$ cat src/design/bf8q_pkg.sv
// bf8q_pkg: shared widths and fp32 / e4m3 constants for the bf16 to fp8 quantiser
// depends on nothing
`timescale 1ns / 1ps
package bf8q_pkg;

  localparam int BF16_W = 16;
  localparam int FP32_W = 32;
  localparam int FP8_W  = 8;

  // reset amax (1.0) and the scale derived from it (448.0)
  localparam logic [31:0] AMAX_RESET  = 32'h3F80_0000;
  localparam logic [31:0] SCALE_RESET = 32'h43E0_0000;

  // epsilon 1e-8 as fp32: biased exponent and stored mantissa
  localparam logic [31:0] EPS_BITS = 32'h322B_CC77;
  localparam logic [7:0]  EPS_EXP  = 8'd100;
  localparam logic [22:0] EPS_MANT = 23'h2B_CC77;

  // 448.0 significand with hidden bit, biased exponent of 448 is 135
  localparam logic [23:0] LIMIT_SIG = 24'hE0_0000;

  // fp32 special patterns
  localparam logic [31:0] FP32_QNAN    = 32'h7FC0_0000;
  localparam logic [31:0] FP32_POS_INF = 32'h7F80_0000;

  // largest finite e4m3 magnitude code (448)
  localparam logic [6:0] E4M3_MAX_MAG = 7'h7E;

endpackage

$ cat src/design/bf8q_conv.sv
// bf8q_conv: one bf16 value times the fp32 scale, rounded to fp32, clamped and
// rounded into an e4m3 byte; purely combinational
// depends on bf8q_pkg
`timescale 1ns / 1ps
module bf8q_conv (
  input  logic [bf8q_pkg::BF16_W-1:0] value_bf16,
  input  logic [bf8q_pkg::FP32_W-1:0] scale_bits,
  output logic [bf8q_pkg::FP8_W-1:0]  value_fp8
);

  logic        v_s, s_s, sgn;
  logic [7:0]  v_e, s_e;
  logic [6:0]  v_m;
  logic [22:0] s_m;
  logic        v_nan, v_inf, v_small, v_exact0, s_nan, s_inf, s_zero;
  logic [31:0] prod, prod_n;
  logic        p_g, p_st, p_inc;
  logic [24:0] p_rnd;
  logic [22:0] p_mant;
  logic signed [10:0] e_un;
  logic [7:0]  eb;
  logic [3:0]  n_exp;
  logic [19:0] n_rem;
  logic [7:0]  n_code;
  logic        n_inc;
  logic [47:0] sub_t;
  logic        sub_inc;
  logic [7:0]  sub_code;
  logic [4:0]  sub_sh;
  logic [7:0]  mag_code;
  logic [6:0]  mag;

  // field split and operand classes
  assign v_s      = value_bf16[15];
  assign v_e      = value_bf16[14:7];
  assign v_m      = value_bf16[6:0];
  assign s_s      = scale_bits[31];
  assign s_e      = scale_bits[30:23];
  assign s_m      = scale_bits[22:0];
  assign sgn      = v_s ^ s_s;
  assign v_nan    = (v_e == 8'hFF) && (v_m != 7'd0);
  assign v_inf    = (v_e == 8'hFF) && (v_m == 7'd0);
  assign v_small  = (v_e == 8'd0);
  assign v_exact0 = v_small && (v_m == 7'd0);
  assign s_nan    = (s_e == 8'hFF) && (s_m != 23'd0);
  assign s_inf    = (s_e == 8'hFF) && (s_m == 23'd0);
  assign s_zero   = (s_e == 8'd0);

  // significand product and fp32 rounding
  assign prod   = {24'd0, 1'b1, v_m} * {8'd0, 1'b1, s_m};
  assign prod_n = prod[31] ? prod : {prod[30:0], 1'b0};
  assign p_g    = prod_n[7];
  assign p_st   = |prod_n[6:0];
  assign p_inc  = p_g & (p_st | prod_n[8]);
  assign p_rnd  = {1'b0, prod_n[31:8]} + {24'd0, p_inc};
  assign p_mant = p_rnd[24] ? 23'd0 : p_rnd[22:0];
  assign e_un   = $signed({3'b000, v_e}) + $signed({3'b000, s_e}) - 11'sd254
                  + $signed({10'd0, prod[31]}) + $signed({10'd0, p_rnd[24]});
  assign eb     = 8'(e_un + 11'sd127);

  // normal e4m3 range
  assign n_exp  = 4'(eb - 8'd120);
  assign n_rem  = p_mant[19:0];
  assign n_inc  = (n_rem > 20'h80000) || ((n_rem == 20'h80000) && p_mant[20]);
  assign n_code = {1'b0, n_exp, p_mant[22:20]} + {7'd0, n_inc};

  // subnormal e4m3 range, shift of 21 to 24
  assign sub_sh   = 5'(8'd141 - eb);
  assign sub_t    = {1'b1, p_mant, 24'd0} >> sub_sh;
  assign sub_inc  = sub_t[23] & ((|sub_t[22:0]) | sub_t[24]);
  assign sub_code = sub_t[31:24] + {7'd0, sub_inc};

  // magnitude code for a finite product
  always_comb begin
    priority if (e_un >= 11'sd9) begin
      mag_code = {1'b0, bf8q_pkg::E4M3_MAX_MAG};
    end else if (e_un < -11'sd10) begin
      mag_code = 8'd0;
    end else if (eb >= 8'd121) begin
      mag_code = (n_code > {1'b0, bf8q_pkg::E4M3_MAX_MAG}) ?
                 {1'b0, bf8q_pkg::E4M3_MAX_MAG} : n_code;
    end else begin
      mag_code = sub_code;
    end
  end
  assign mag = mag_code[6:0];

  // special operands first, nan goes to +448
  always_comb begin
    priority if (v_nan || s_nan) begin
      value_fp8 = {1'b0, bf8q_pkg::E4M3_MAX_MAG};
    end else if (v_inf) begin
      value_fp8 = s_zero ? {1'b0, bf8q_pkg::E4M3_MAX_MAG} : {sgn, bf8q_pkg::E4M3_MAX_MAG};
    end else if (s_inf) begin
      value_fp8 = v_exact0 ? {1'b0, bf8q_pkg::E4M3_MAX_MAG} : {sgn, bf8q_pkg::E4M3_MAX_MAG};
    end else if (v_small || s_zero) begin
      value_fp8 = {sgn, 7'd0};
    end else begin
      value_fp8 = {sgn, mag};
    end
  end

endmodule

$ cat src/design/bf8q_scale.sv
// bf8q_scale: holds the fp32 scale and rederives it as 448 / (amax + 1e-8)
// after each amax write; multi-cycle adder then restoring divider
// depends on bf8q_pkg
`timescale 1ns / 1ps
module bf8q_scale (
  input  logic                        clk,
  input  logic                        rst_n,
  input  logic                        wr_en,
  input  logic [bf8q_pkg::FP32_W-1:0] wr_data,
  output logic [bf8q_pkg::FP32_W-1:0] scale,
  output logic                        busy
);

  localparam logic [2:0] ST_IDLE = 3'd0;
  localparam logic [2:0] ST_ADD  = 3'd1;
  localparam logic [2:0] ST_NORM = 3'd2;
  localparam logic [2:0] ST_RND  = 3'd3;
  localparam logic [2:0] ST_PREP = 3'd4;
  localparam logic [2:0] ST_DIV  = 3'd5;
  localparam logic [2:0] ST_QRND = 3'd6;
  localparam int DIV_STEPS = 26;
  localparam logic [4:0] DIV_LAST = 5'(DIV_STEPS - 1);

  logic [2:0]  state_r, state_nxt;
  logic [31:0] amax_r, amax_nxt;
  logic [31:0] scale_r, scale_nxt;
  logic [27:0] sum_r, sum_nxt;
  logic [8:0]  exp_r, exp_nxt;
  logic        sgn_r, sgn_nxt;
  logic [23:0] den_sig_r, den_sig_nxt;
  logic [7:0]  den_exp_r, den_exp_nxt;
  logic [24:0] rem_r, rem_nxt;
  logic [25:0] quo_r, quo_nxt;
  logic [8:0]  qexp_r, qexp_nxt;
  logic [4:0]  cnt_r, cnt_nxt;

  // aligned add of amax and epsilon
  logic        a_s, a_big;
  logic [7:0]  a_e, e_big, e_small, d;
  logic [22:0] a_m;
  logic [26:0] big_sig, small_sig, sh, aligned;
  logic        lost;
  logic [27:0] add_sum;

  assign a_s = amax_r[31];
  assign a_e = amax_r[30:23];
  assign a_m = amax_r[22:0];
  assign a_big     = amax_r[30:0] >= bf8q_pkg::EPS_BITS[30:0];
  assign big_sig   = a_big ? {1'b1, a_m, 3'b000} : {1'b1, bf8q_pkg::EPS_MANT, 3'b000};
  assign small_sig = a_big ? {1'b1, bf8q_pkg::EPS_MANT, 3'b000} : {1'b1, a_m, 3'b000};
  assign e_big     = a_big ? a_e : bf8q_pkg::EPS_EXP;
  assign e_small   = a_big ? bf8q_pkg::EPS_EXP : a_e;
  assign d         = e_big - e_small;
  assign sh        = (d >= 8'd27) ? 27'd0 : (small_sig >> d);
  assign lost      = (d >= 8'd27) ? 1'b1 : |(small_sig & ~({27{1'b1}} << d));
  assign aligned   = {sh[26:1], sh[0] | lost};
  assign add_sum   = a_s ? ({1'b0, big_sig} - {1'b0, aligned})
                         : ({1'b0, big_sig} + {1'b0, aligned});

  // rounding of the sum and of the quotient
  logic        s_inc, q_inc;
  logic [24:0] s_rnd, q_rnd;
  assign s_inc = sum_r[2] & ((|sum_r[1:0]) | sum_r[3]);
  assign s_rnd = {1'b0, sum_r[26:3]} + {24'd0, s_inc};
  assign q_inc = quo_r[1] & (quo_r[0] | (rem_r != 25'd0) | quo_r[2]);
  assign q_rnd = {1'b0, quo_r[25:2]} + {24'd0, q_inc};

  // one restoring divide step
  logic        div_ge, prep_lt;
  logic [24:0] div_diff, div_rem;
  assign div_ge   = rem_r >= {1'b0, den_sig_r};
  assign div_diff = rem_r - {1'b0, den_sig_r};
  assign div_rem  = div_ge ? div_diff : rem_r;
  assign prep_lt  = bf8q_pkg::LIMIT_SIG < den_sig_r;

  always_comb begin
    state_nxt   = state_r;
    amax_nxt    = amax_r;
    scale_nxt   = scale_r;
    sum_nxt     = sum_r;
    exp_nxt     = exp_r;
    sgn_nxt     = sgn_r;
    den_sig_nxt = den_sig_r;
    den_exp_nxt = den_exp_r;
    rem_nxt     = rem_r;
    quo_nxt     = quo_r;
    qexp_nxt    = qexp_r;
    cnt_nxt     = cnt_r;
    unique case (state_r)
      ST_IDLE: begin
        if (wr_en) begin
          amax_nxt  = wr_data;
          state_nxt = ST_ADD;
        end
      end
      ST_ADD: begin
        priority if (a_e == 8'hFF && a_m != 23'd0) begin
          scale_nxt = bf8q_pkg::FP32_QNAN;
          state_nxt = ST_IDLE;
        end else if (a_e == 8'hFF) begin
          scale_nxt = {a_s, 31'd0};
          state_nxt = ST_IDLE;
        end else if (a_e == 8'd0) begin
          // zero or subnormal amax vanishes against epsilon
          sgn_nxt     = 1'b0;
          den_sig_nxt = {1'b1, bf8q_pkg::EPS_MANT};
          den_exp_nxt = bf8q_pkg::EPS_EXP;
          state_nxt   = ST_PREP;
        end else begin
          sum_nxt   = add_sum;
          exp_nxt   = {1'b0, e_big};
          sgn_nxt   = a_big & a_s;
          state_nxt = ST_NORM;
        end
      end
      ST_NORM: begin
        priority if (sum_r == 28'd0) begin
          scale_nxt = bf8q_pkg::FP32_POS_INF;
          state_nxt = ST_IDLE;
        end else if (sum_r[27]) begin
          sum_nxt   = {1'b0, sum_r[27:2], sum_r[1] | sum_r[0]};
          exp_nxt   = exp_r + 9'd1;
          state_nxt = ST_RND;
        end else if (!sum_r[26]) begin
          sum_nxt = {sum_r[26:0], 1'b0};
          exp_nxt = exp_r - 9'd1;
        end else begin
          state_nxt = ST_RND;
        end
      end
      ST_RND: begin
        den_sig_nxt = s_rnd[24] ? 24'h80_0000 : s_rnd[23:0];
        den_exp_nxt = 8'(exp_r + {8'd0, s_rnd[24]});
        state_nxt   = ST_PREP;
      end
      ST_PREP: begin
        rem_nxt   = prep_lt ? {bf8q_pkg::LIMIT_SIG, 1'b0} : {1'b0, bf8q_pkg::LIMIT_SIG};
        qexp_nxt  = 9'd262 - {1'b0, den_exp_r} - {8'd0, prep_lt};
        quo_nxt   = 26'd0;
        cnt_nxt   = 5'd0;
        state_nxt = ST_DIV;
      end
      ST_DIV: begin
        rem_nxt = {div_rem[23:0], 1'b0};
        quo_nxt = {quo_r[24:0], div_ge};
        cnt_nxt = cnt_r + 5'd1;
        if (cnt_r == DIV_LAST) begin
          state_nxt = ST_QRND;
        end
      end
      ST_QRND: begin
        scale_nxt = {sgn_r, 8'(qexp_r + {8'd0, q_rnd[24]}),
                     q_rnd[24] ? 23'd0 : q_rnd[22:0]};
        state_nxt = ST_IDLE;
      end
      default: begin
        state_nxt = ST_IDLE;
      end
    endcase
  end

  // control and scale with reset
  always_ff @(posedge clk) begin
    if (!rst_n) begin
      state_r <= ST_IDLE;
      scale_r <= bf8q_pkg::SCALE_RESET;
      amax_r  <= bf8q_pkg::AMAX_RESET;
    end else begin
      state_r <= state_nxt;
      scale_r <= scale_nxt;
      amax_r  <= amax_nxt;
    end
  end

  // working registers
  always_ff @(posedge clk) begin
    sum_r     <= sum_nxt;
    exp_r     <= exp_nxt;
    sgn_r     <= sgn_nxt;
    den_sig_r <= den_sig_nxt;
    den_exp_r <= den_exp_nxt;
    rem_r     <= rem_nxt;
    quo_r     <= quo_nxt;
    qexp_r    <= qexp_nxt;
    cnt_r     <= cnt_nxt;
  end

  assign scale = scale_r;
  assign busy  = (state_r != ST_IDLE);

endmodule

$ cat src/design/bf16_to_fp8_e4m3_scaled_quantize_top.sv
// bf16_to_fp8_e4m3_scaled_quantize_top: stream quantiser, bf16 in, e4m3 byte out
// depends on bf8q_pkg, bf8q_scale, bf8q_conv
`timescale 1ns / 1ps
// Each bf16 item is multiplied by the stored fp32 scale, clamped to +/-448 and
// rounded into an OCP e4m3 byte; one item per cycle is taken while in_stall
// is low, and each item passes the input register, then the result register.
// A NaN product gives +448. A cfg_wr_data write taken while the scale is not
// busy sets amax, and the scale 448 / (amax + 1e-8) is rederived by a
// bit-serial divider; in_stall is high while it is rederived. Reset loads amax
// 1.0 and scale 448 with no wait.
module bf16_to_fp8_e4m3_scaled_quantize_top (
  input  logic                        clk,
  input  logic                        rst_n,
  input  logic                        in_valid,
  output logic                        in_stall,
  input  logic [bf8q_pkg::BF16_W-1:0] in_value_bf16,
  output logic                        out_valid,
  input  logic                        out_stall,
  output logic [bf8q_pkg::FP8_W-1:0]  out_value_fp8,
  input  logic                        cfg_wr_en,
  input  logic [bf8q_pkg::FP32_W-1:0] cfg_wr_data
);

  logic                        busy;
  logic [bf8q_pkg::FP32_W-1:0] scale;
  logic                        s1_valid_r, s1_valid_nxt;
  logic [bf8q_pkg::BF16_W-1:0] s1_value_r;
  logic                        out_valid_r, out_valid_nxt;
  logic [bf8q_pkg::FP8_W-1:0]  out_value_r;
  logic [bf8q_pkg::FP8_W-1:0]  conv_byte;
  logic                        s2_adv, s1_adv, accept;

  // scale register and its derivation
  bf8q_scale u_scale (
    .clk     (clk),
    .rst_n   (rst_n),
    .wr_en   (cfg_wr_en),
    .wr_data (cfg_wr_data),
    .scale   (scale),
    .busy    (busy)
  );

  // quantise the registered item
  bf8q_conv u_conv (
    .value_bf16 (s1_value_r),
    .scale_bits (scale),
    .value_fp8  (conv_byte)
  );

  // pipeline flow control
  assign s2_adv   = !out_valid_r || !out_stall;
  assign s1_adv   = !s1_valid_r || s2_adv;
  assign in_stall = busy || !s1_adv;
  assign accept   = in_valid && !in_stall;

  always_comb begin
    s1_valid_nxt  = s1_valid_r;
    out_valid_nxt = out_valid_r;
    if (s1_adv) begin
      s1_valid_nxt = accept;
    end
    if (s2_adv) begin
      out_valid_nxt = s1_valid_r;
    end
  end

  always_ff @(posedge clk) begin
    if (!rst_n) begin
      s1_valid_r  <= 1'b0;
      out_valid_r <= 1'b0;
    end else begin
      s1_valid_r  <= s1_valid_nxt;
      out_valid_r <= out_valid_nxt;
    end
  end

  // item payload registers
  always_ff @(posedge clk) begin
    if (accept) begin
      s1_value_r <= in_value_bf16;
    end
    if (s2_adv && s1_valid_r) begin
      out_value_r <= conv_byte;
    end
  end

  assign out_valid     = out_valid_r;
  assign out_value_fp8 = out_value_r;

endmodule
$ cat config.mk
export PLATFORM = sky130hd
export DESIGN_NAME = bf16_to_fp8_e4m3_scaled_quantize_top
export DESIGN_NICKNAME = d
export VERILOG_FILES = /design/src/design/bf8q_pkg.sv /design/src/design/bf8q_conv.sv /design/src/design/bf8q_scale.sv /design/src/design/bf16_to_fp8_e4m3_scaled_quantize_top.sv
export SDC_FILE = /design/constraint.sdc
export NUM_CORES = 1
export LEC_CHECK = 0
export BUFFER_PORTS_ARGS = -buffer_cell sky130_fd_sc_hd__buf_2
export CAP_MARGIN = 10
export CORE_MARGIN = 8
export CORE_UTILIZATION = 30
export DETAILED_ROUTE_END_ITERATION = 16
export GPL_TIMING_DRIVEN = 0
export HOLD_SLACK_MARGIN = 0.12
export SKIP_LAST_GASP = 1
export SYNTH_ARGS = -nofsm -noshare
export SYNTH_HDL_FRONTEND = slang
export SYNTH_HIERARCHICAL = 1
export SYNTH_SLANG_ARGS = --single-unit
$ cat constraint.sdc
create_clock -name clk -period 12.65 [get_ports clk]
set_clock_uncertainty 0.1 [all_clocks]
set_input_delay 0.6325 -clock clk [delete_from_list [all_inputs] [get_ports clk]]
set_output_delay 0.6325 -clock clk [all_outputs]
set_load 0.01 [all_outputs]
# After elaboration in Yosys (flattened, before gate mapping)
# Index checks and enable logic that the tools add are counted.
totals:
  ff_bits: 227
  out_inout_bits: 10
  wordCells: 199
classes:
  addsub: 23
  multipliers: 1
  magnitude_cmp: 9
  eq_ne: 22
  shift: 3
  muxes: 60
  bitwise_logic: 17
  n_reduce_logical: 47
ops:
  columns: ["cell", "n"]
  rows:
  - ["28-bit 2-to-1 mux", 6]
  - ["32-bit 2-to-1 mux", 4]
  - ["24-bit 2-to-1 mux", 5]
  - ["32-bit case mux with 3 select lines", 1]
  - ["24-bit by 1-bit adder with 25-bit output", 3]
  - ["8-bit 2-to-1 mux", 9]
  - ["28-bit case mux with 2 select lines", 1]
  - ["27-bit 2-to-1 mux", 2]
  - ["9-bit 2-to-1 mux", 6]
  - ["26-bit 2-to-1 mux", 2]
  - ["26-bit case mux with 2 select lines", 1]
  - ["25-bit case mux with 2 select lines", 1]
  - ["24-bit case mux with 2 select lines", 1]
  - ["48-bit by 5-bit right shift with 31-bit output", 1]
  - ["23-bit 2-to-1 mux", 2]
  - ["23-bit nonzero test", 2]
  - ["7-bit 2-to-1 mux", 5]
  - ["8-bit by 24-bit multiplier with 32-bit output", 1]
  - ["31-bit by 30-bit greater-or-equal comparator with 1-bit output, second input constant", 1]
  - ["27-bit by 27-bit adder with 28-bit output", 1]
  - ["28-bit zero test", 1]
  - ["27-bit by 27-bit subtractor with 28-bit output", 1]
  - ["27-bit AND", 1]
  - ["27-bit NOT", 1]
  - ["other kinds (68)", 123]

# Logic depth before layout (Yosys ltp)
depth:
  word_depth: 20
  mapped_depth: 57
  ltp_nobuf: 50

# Modules after synthesis
# The synthesis kept the hierarchy.
by_module_without_submodules:
  columns: ["mod", "instances", "cells_per_inst", "area_per_inst_um2", "seq_area_each_um2"]
  rows:
  - ["bf8q_scale", 1, 1942, 16144.2, 5305.1]
  - ["bf8q_conv", 1, 1487, 11055.6, 0.0]
  - ["bf16_to_fp8_e4m3_scaled_quantize_top", 1, 34, 834.6, 760.7]

# Worst setup path after synthesis
# Ideal clock, no wire load.
synth_timing:
  path_type: "flip-flop to flip-flop"
  from: "register s1_value_r[5] in the netlist's numbering"
  to: "register out_value_r (netlist bit out_value_fp8[6]), data pin"
  t_arrival_ps: 12052
  t_required_ps: 12286
  slack_ps: 233
  stages_incl_launch_ff: 56
  path_buffers: 10
  path_cell_list: "edfxtp_1 clkbuf_1 nand2_1 fa_1 inv_1 fa_1 fa_1 inv_1 fa_1 inv_1 ha_1 buf_2 a21oi_2 o211ai_1 a221oi_2 nand2_1 nor4_1 nor2_1 [... 20 more ...] clkbuf_1 clkbuf_1 ha_1 clkbuf_1 clkinv_1 buf_1 clkbuf_1 o211ai_1 o22a_1 a22oi_1 a2bb2oi_4 nor2_1 ha_1 nand3_1 o22ai_1 nand4_1 xnor2_1 a22oi_1"
synth_between:
  elab_chain_cells: 20
  word_cells_on_any_way: 38
synth_rtl:
  columns: ["item", "line_no", "source"]
  rows:
  - ["start: declaration", "bf16_to_fp8_e4m3_scaled_quantize_top.sv:27", "logic [bf8q_pkg::BF16_W-1:0] s1_value_r;"]
  - ["start signal: assignment", "bf16_to_fp8_e4m3_scaled_quantize_top.sv:80", "s1_value_r <= in_value_bf16;"]
  - ["8-bit by 24-bit multiplier with 32-bit output", "bf8q_conv.sv:50", "assign prod = {24'd0, 1'b1, v_m} * {8'd0, 1'b1, s_m};"]
  - ["32-bit 2-to-1 mux", "bf8q_conv.sv:51", "assign prod_n = prod[31] ? prod : {prod[30:0], 1'b0};"]
  - ["7-bit OR reduction", "bf8q_conv.sv:53", "assign p_st = |prod_n[6:0];"]
  - ["1-bit bitwise OR", "bf8q_conv.sv:54", "assign p_inc = p_g & (p_st | prod_n[8]);"]
  - ["1-bit AND", "bf8q_conv.sv:54", null]
  - ["24-bit by 1-bit adder with 25-bit output", "bf8q_conv.sv:55", "assign p_rnd = {1'b0, prod_n[31:8]} + {24'd0, p_inc};"]
  - ["11-bit by 2-bit adder with 11-bit output", "bf8q_conv.sv:58", "+ $signed({10'd0, prod[31]}) + $signed({10'd0, p_rnd[24]});"]
  - ["8-bit adder", "bf8q_conv.sv:59", "assign eb = 8'(e_un + 11'sd127);"]
  - ["[... 4 more ...]", null, null]
  - ["1-bit AND", "bf8q_conv.sv:70", "assign sub_inc = sub_t[23] & ((|sub_t[22:0]) | sub_t[24]);"]
  - ["7-bit by 1-bit adder with 7-bit output", "bf8q_conv.sv:71", "assign sub_code = sub_t[31:24] + {7'd0, sub_inc};"]
  - ["7-bit 2-to-1 mux", "bf8q_conv.sv:79", "end else if (eb >= 8'd121) begin"]
  - ["7-bit 2-to-1 mux", "bf8q_conv.sv:77", "end else if (e_un < -11'sd10) begin"]
  - ["7-bit 2-to-1 mux", "bf8q_conv.sv:75", "priority if (e_un >= 11'sd9) begin"]
  - ["7-bit 2-to-1 mux", "bf8q_conv.sv:96", "end else if (v_small || s_zero) begin"]
  - ["8-bit 2-to-1 mux", "bf8q_conv.sv:94", "end else if (s_inf) begin"]
  - ["8-bit 2-to-1 mux", "bf8q_conv.sv:92", "end else if (v_inf) begin"]
  - ["end signal: assignment", "bf16_to_fp8_e4m3_scaled_quantize_top.sv:83", "out_value_r <= conv_byte;"]
  - ["end: declaration", "bf16_to_fp8_e4m3_scaled_quantize_top.sv:29", "logic [bf8q_pkg::FP8_W-1:0] out_value_r;"]
# Parallel ways exist; a longest one is shown, timed or not.
# A chain may end at the register's enable or synchronous reset.

# Worst setup path after layout
layout_timing:
  from: "register s1_value_r[3] in the netlist's numbering"
  to: "register out_value_r (netlist bit out_value_fp8[6]), data pin"
# The elaborated chain is that of the path after synthesis.

==> results.py <==
metrics = {
    "sta": {
        "slew_viol_final": 0,
        "period_needed_ns": 12.06,
        "final_hold_viol_count": 0,
        "slew_headroom_pct": 26.2,
        "setup_viol": 0,
        "fin_crit_sh_pct": 95.4,
        "worst_slack_ns": 0.585,
        "tns_ns": 0,
        "hold_ws_ns": 0.162,
        "worstMarginPinSlew_ns": 1.10,
        "clock.fmax_mhz": 82.9,
    },
    "synthesis": {
        "syn_nets": 3803,
        "netlist_instances": 3463,
        "synth_fa_ha_area_share_pct": 16.5,
        "muxShareOfSynthArea_pct": 2.77,
        "ys_async_sr_fraction_pct": 0,
        "synth_cell_types": 123,
        "synth_compound_area_share_pct": 21.8,
        "synth-seq-area-share_pct": 21.6,
        "syn_avg_cell_area_um2": 8.10,
        "yosys.area_share.simple_pct": 24.7,
        "synth_seq_cells": 225,
        "synth_xor_area_share_pct": 6.15,
        "synth_ff_type": "edfxtp_1",
        "synth-edff-count": 156,
        "yosysWarnings": 6,
        "synth_top_family_by_area": "simple AND/OR/NAND/NOR gates",
        "synth_area_mm2": 0.0280,
    },
    "finish": {
        "multi_input_area_mm2": 0.0204,
        "drive_above_1_share_pct": 9.95,
        "layout_commonest_cell": "nand2_1",
        "fillerInstances": 9810,
        "stdcell_count": 4864,
        "layout_common_cells": "nand2_1 (348), inv_1 (253), nor2_1 (226)",
        "syn_to_final_growth_pct": 12.8,
        "design_area_mm2": 0.0316,
        "seqCellArea_mm2": 0.00607,
        "nNetsFinal": 3926,
    },
    "worst_setup_path": {
        "setup.worst_path.class": "register to register",
        "cp_top_family": "adder cells",
        "r2r_start": "s1_value_r[3]$_DFFE_PP_",
        "cp-end-kind": "register",
        "cp_max_fo": 11,
        "slowest_delay_ns": 0.67,
        "cp-start-kind": "register",
        "crit_start": "s1_value_r[3]$_DFFE_PP_",
        "cp.arrival_ns": 12.28,
        "critical_path_required_ns": 12.87,
        "worstPathBufferInverterCount": 14,
        "slowest_stage": "fa_1",
    },
    "run_status": {
        "status": "completed",
    },
    "routing": {
        "drc": 0,
        "drtAntennaViolNets": 0,
        "wire_per_inst_um": 21.0,
        "dr.pass1.iters": 7,
        "vias": 27500,
        "vias_per_cell": 5.65,
        "drt-initial-drc-count": 2432,
        "routed_wl_um": 102000,
    },
    "placed_design": {
        "dpl_worst_slack_ns": -2.99,
        "portBuffers": 62,
        "place_congestion": 1.00,
        "numPlacedInstances": 4781,
        "hpwl_um": 78700,
        "place_area_mm2": 0.0300,
    },
    "die": {
        "die_h_um": 322,
        "dieWidth_um": 322,
        "initial_core_util_pct": 30.2,
        "core_region_area_mm2": 0.0929,
        "die-area_mm2": 0.103,
        "rows": 112,
        "ios": 63,
    },
    "clocking": {
        "clock_latency_ns": 0.62,
        "clkSinkCount": 225,
        "htreeDepth": 1,
        "cts_tree": "yes",
        "cts_buffers": 29,
        "clk_pin_slew_worst_paths_ns": 0.06,
        "root_buffer": "clkbuf_16",
        "cts_buffer_depth": 3,
    },
    "worst_hold_path": {
        "worstHoldStart": "in_value_bf16[14]",
        "worstHoldPathType": "primary input to register",
    },
    "global_routing": {
        "grt_pass1_vias": 27400,
        "grtUsageTotal_pct": 19.1,
        "grt-ovfl-total": 0,
        "antenna_found_initial": 5,
        "grt_max_degree": 65,
        "grt_pass1_wl_um": 159000,
    },
    "pwr": {
        "p_leak_uw": 0.0127,
        "power_per_cell_area_mw_per_mm2": 175,
        "peakVddDrop_uv": 203,
    },
    "run": {
        "maxCapViolations": 0,
    },
}
## final timing paths
kind                                              endpoint  slack [ns]  cells after the start
worst max register to register  out_value_fp8[6]$_DFFE_PP_        0.59                     49
worst min-delay path              s1_value_r[14]$_DFFE_PP_        0.16                      1
worst min register to register      out_valid$_SDFFE_PN0P_        0.43                      2
worst max-delay path            out_value_fp8[6]$_DFFE_PP_        0.59                     49
## routing by layer
layer / routed length, um / GRT usage, %
met1: 43300 / 24.6
met2: 46900 / 31.9
met3: 6750 / 2.75
met4: 5140 / 8.18
met5: 0 / 0
## sequential cells by signal, summed over array words and instances (netlist names)
register	cells
out_valid	1
out_value_fp8	8
s1_valid_r	1
s1_value_r	16
u_scale/amax_r	32
u_scale/cnt_r	5
u_scale/den_exp_r	8
u_scale/den_sig_r	24
u_scale/exp_r	8
u_scale/qexp_r	8
u_scale/quo_r	26
u_scale/rem_r	24
u_scale/scale	32
u_scale/sgn_r	1
u_scale/state_r	3
u_scale/sum_r	28
## through the flow
| step | total power, uW | util [%] |
|---|---|---|
| floorplan | 3400 | - |
| global placement | 4380 | 32.2 |
| detailed placement | 4350 | 32.2 |
| CTS | 5330 | 33.7 |
| global route | 5870 | 34.0 |
| finish | 5520 | 34.0 |
## cell type report
| class | instances | share of cell area (%) |
|---|---|---|
| Clock inverter | 10 | 0.233 |
| Multi-Input combinational cell | 2768 | 64.6 |
| Sequential cell | 225 | 19.2 |
| Buffer | 198 | 2.94 |
| Tap cell | 1254 | 4.96 |
| Inverter | 260 | 3.09 |
| Timing Repair Buffer | 104 | 2.12 |
| Clock buffer | 44 | 2.82 |
| Antenna cell | 1 | 0.00791 |
## worst register-to-register path: cells and delay by family, from the launching register on
kind / cells / cell delay [ns]
fa+ha+maj: 10 / 4.22
simple gates: 13 / 2.67
buf+inv: 14 / 2.13
compound gates: 11 / 2.08
flops: 1 / 0.40
xor+xnor: 1 / 0.20
## synthesized netlist by cell type, drive strengths merged, types with 79 or more instances
cell type / instances / share of area (%)
nand2: 354 / 4.8
inv: 257 / 3.4
nor2: 233 / 3.1
a21oi: 213 / 4.0
o21ai: 168 / 3.0
clkbuf: 161 / 2.2
edfxtp: 156 / 17
ha: 149 / 6.7
fa: 138 / 9.9
and2: 132 / 2.9
nand3: 128 / 2.3
xnor2: 114 / 3.7
and3: 95 / 2.1
nor3: 89 / 1.7
xor2: 79 / 2.5
## cells by family after synthesis
| family | count (synthesis) |
|---|---|
| AND/OR/NAND/NOR | 1338 |
| XOR/XNOR | 193 |
| adder cells (fa/ha/maj) | 287 |
| buffers and inverters | 470 |
| flip-flops | 225 |
| multiplexers | 73 |
| AO/OA/AOI/OAI | 877 |
## timing repair
action / 4_1_cts / 5_1_grt
pin swaps: 3 / 12
resized for setup: 65 / 56
hold buffers: 8 / 0
endpoints found under the setup margin: 7 / 7
cloned: 0 / 1
hold endpoints to repair: 8 / 0
buffers inserted: 17 / 13
## where the power goes
part           switching, uW  internal, uW  total [uW]
sequential              61.3           859         920
clock                    359           488         847
combinational           2400          1360        3760
total                   2820          2700        5520
Note: power is estimated with default switching activity, not from simulation.
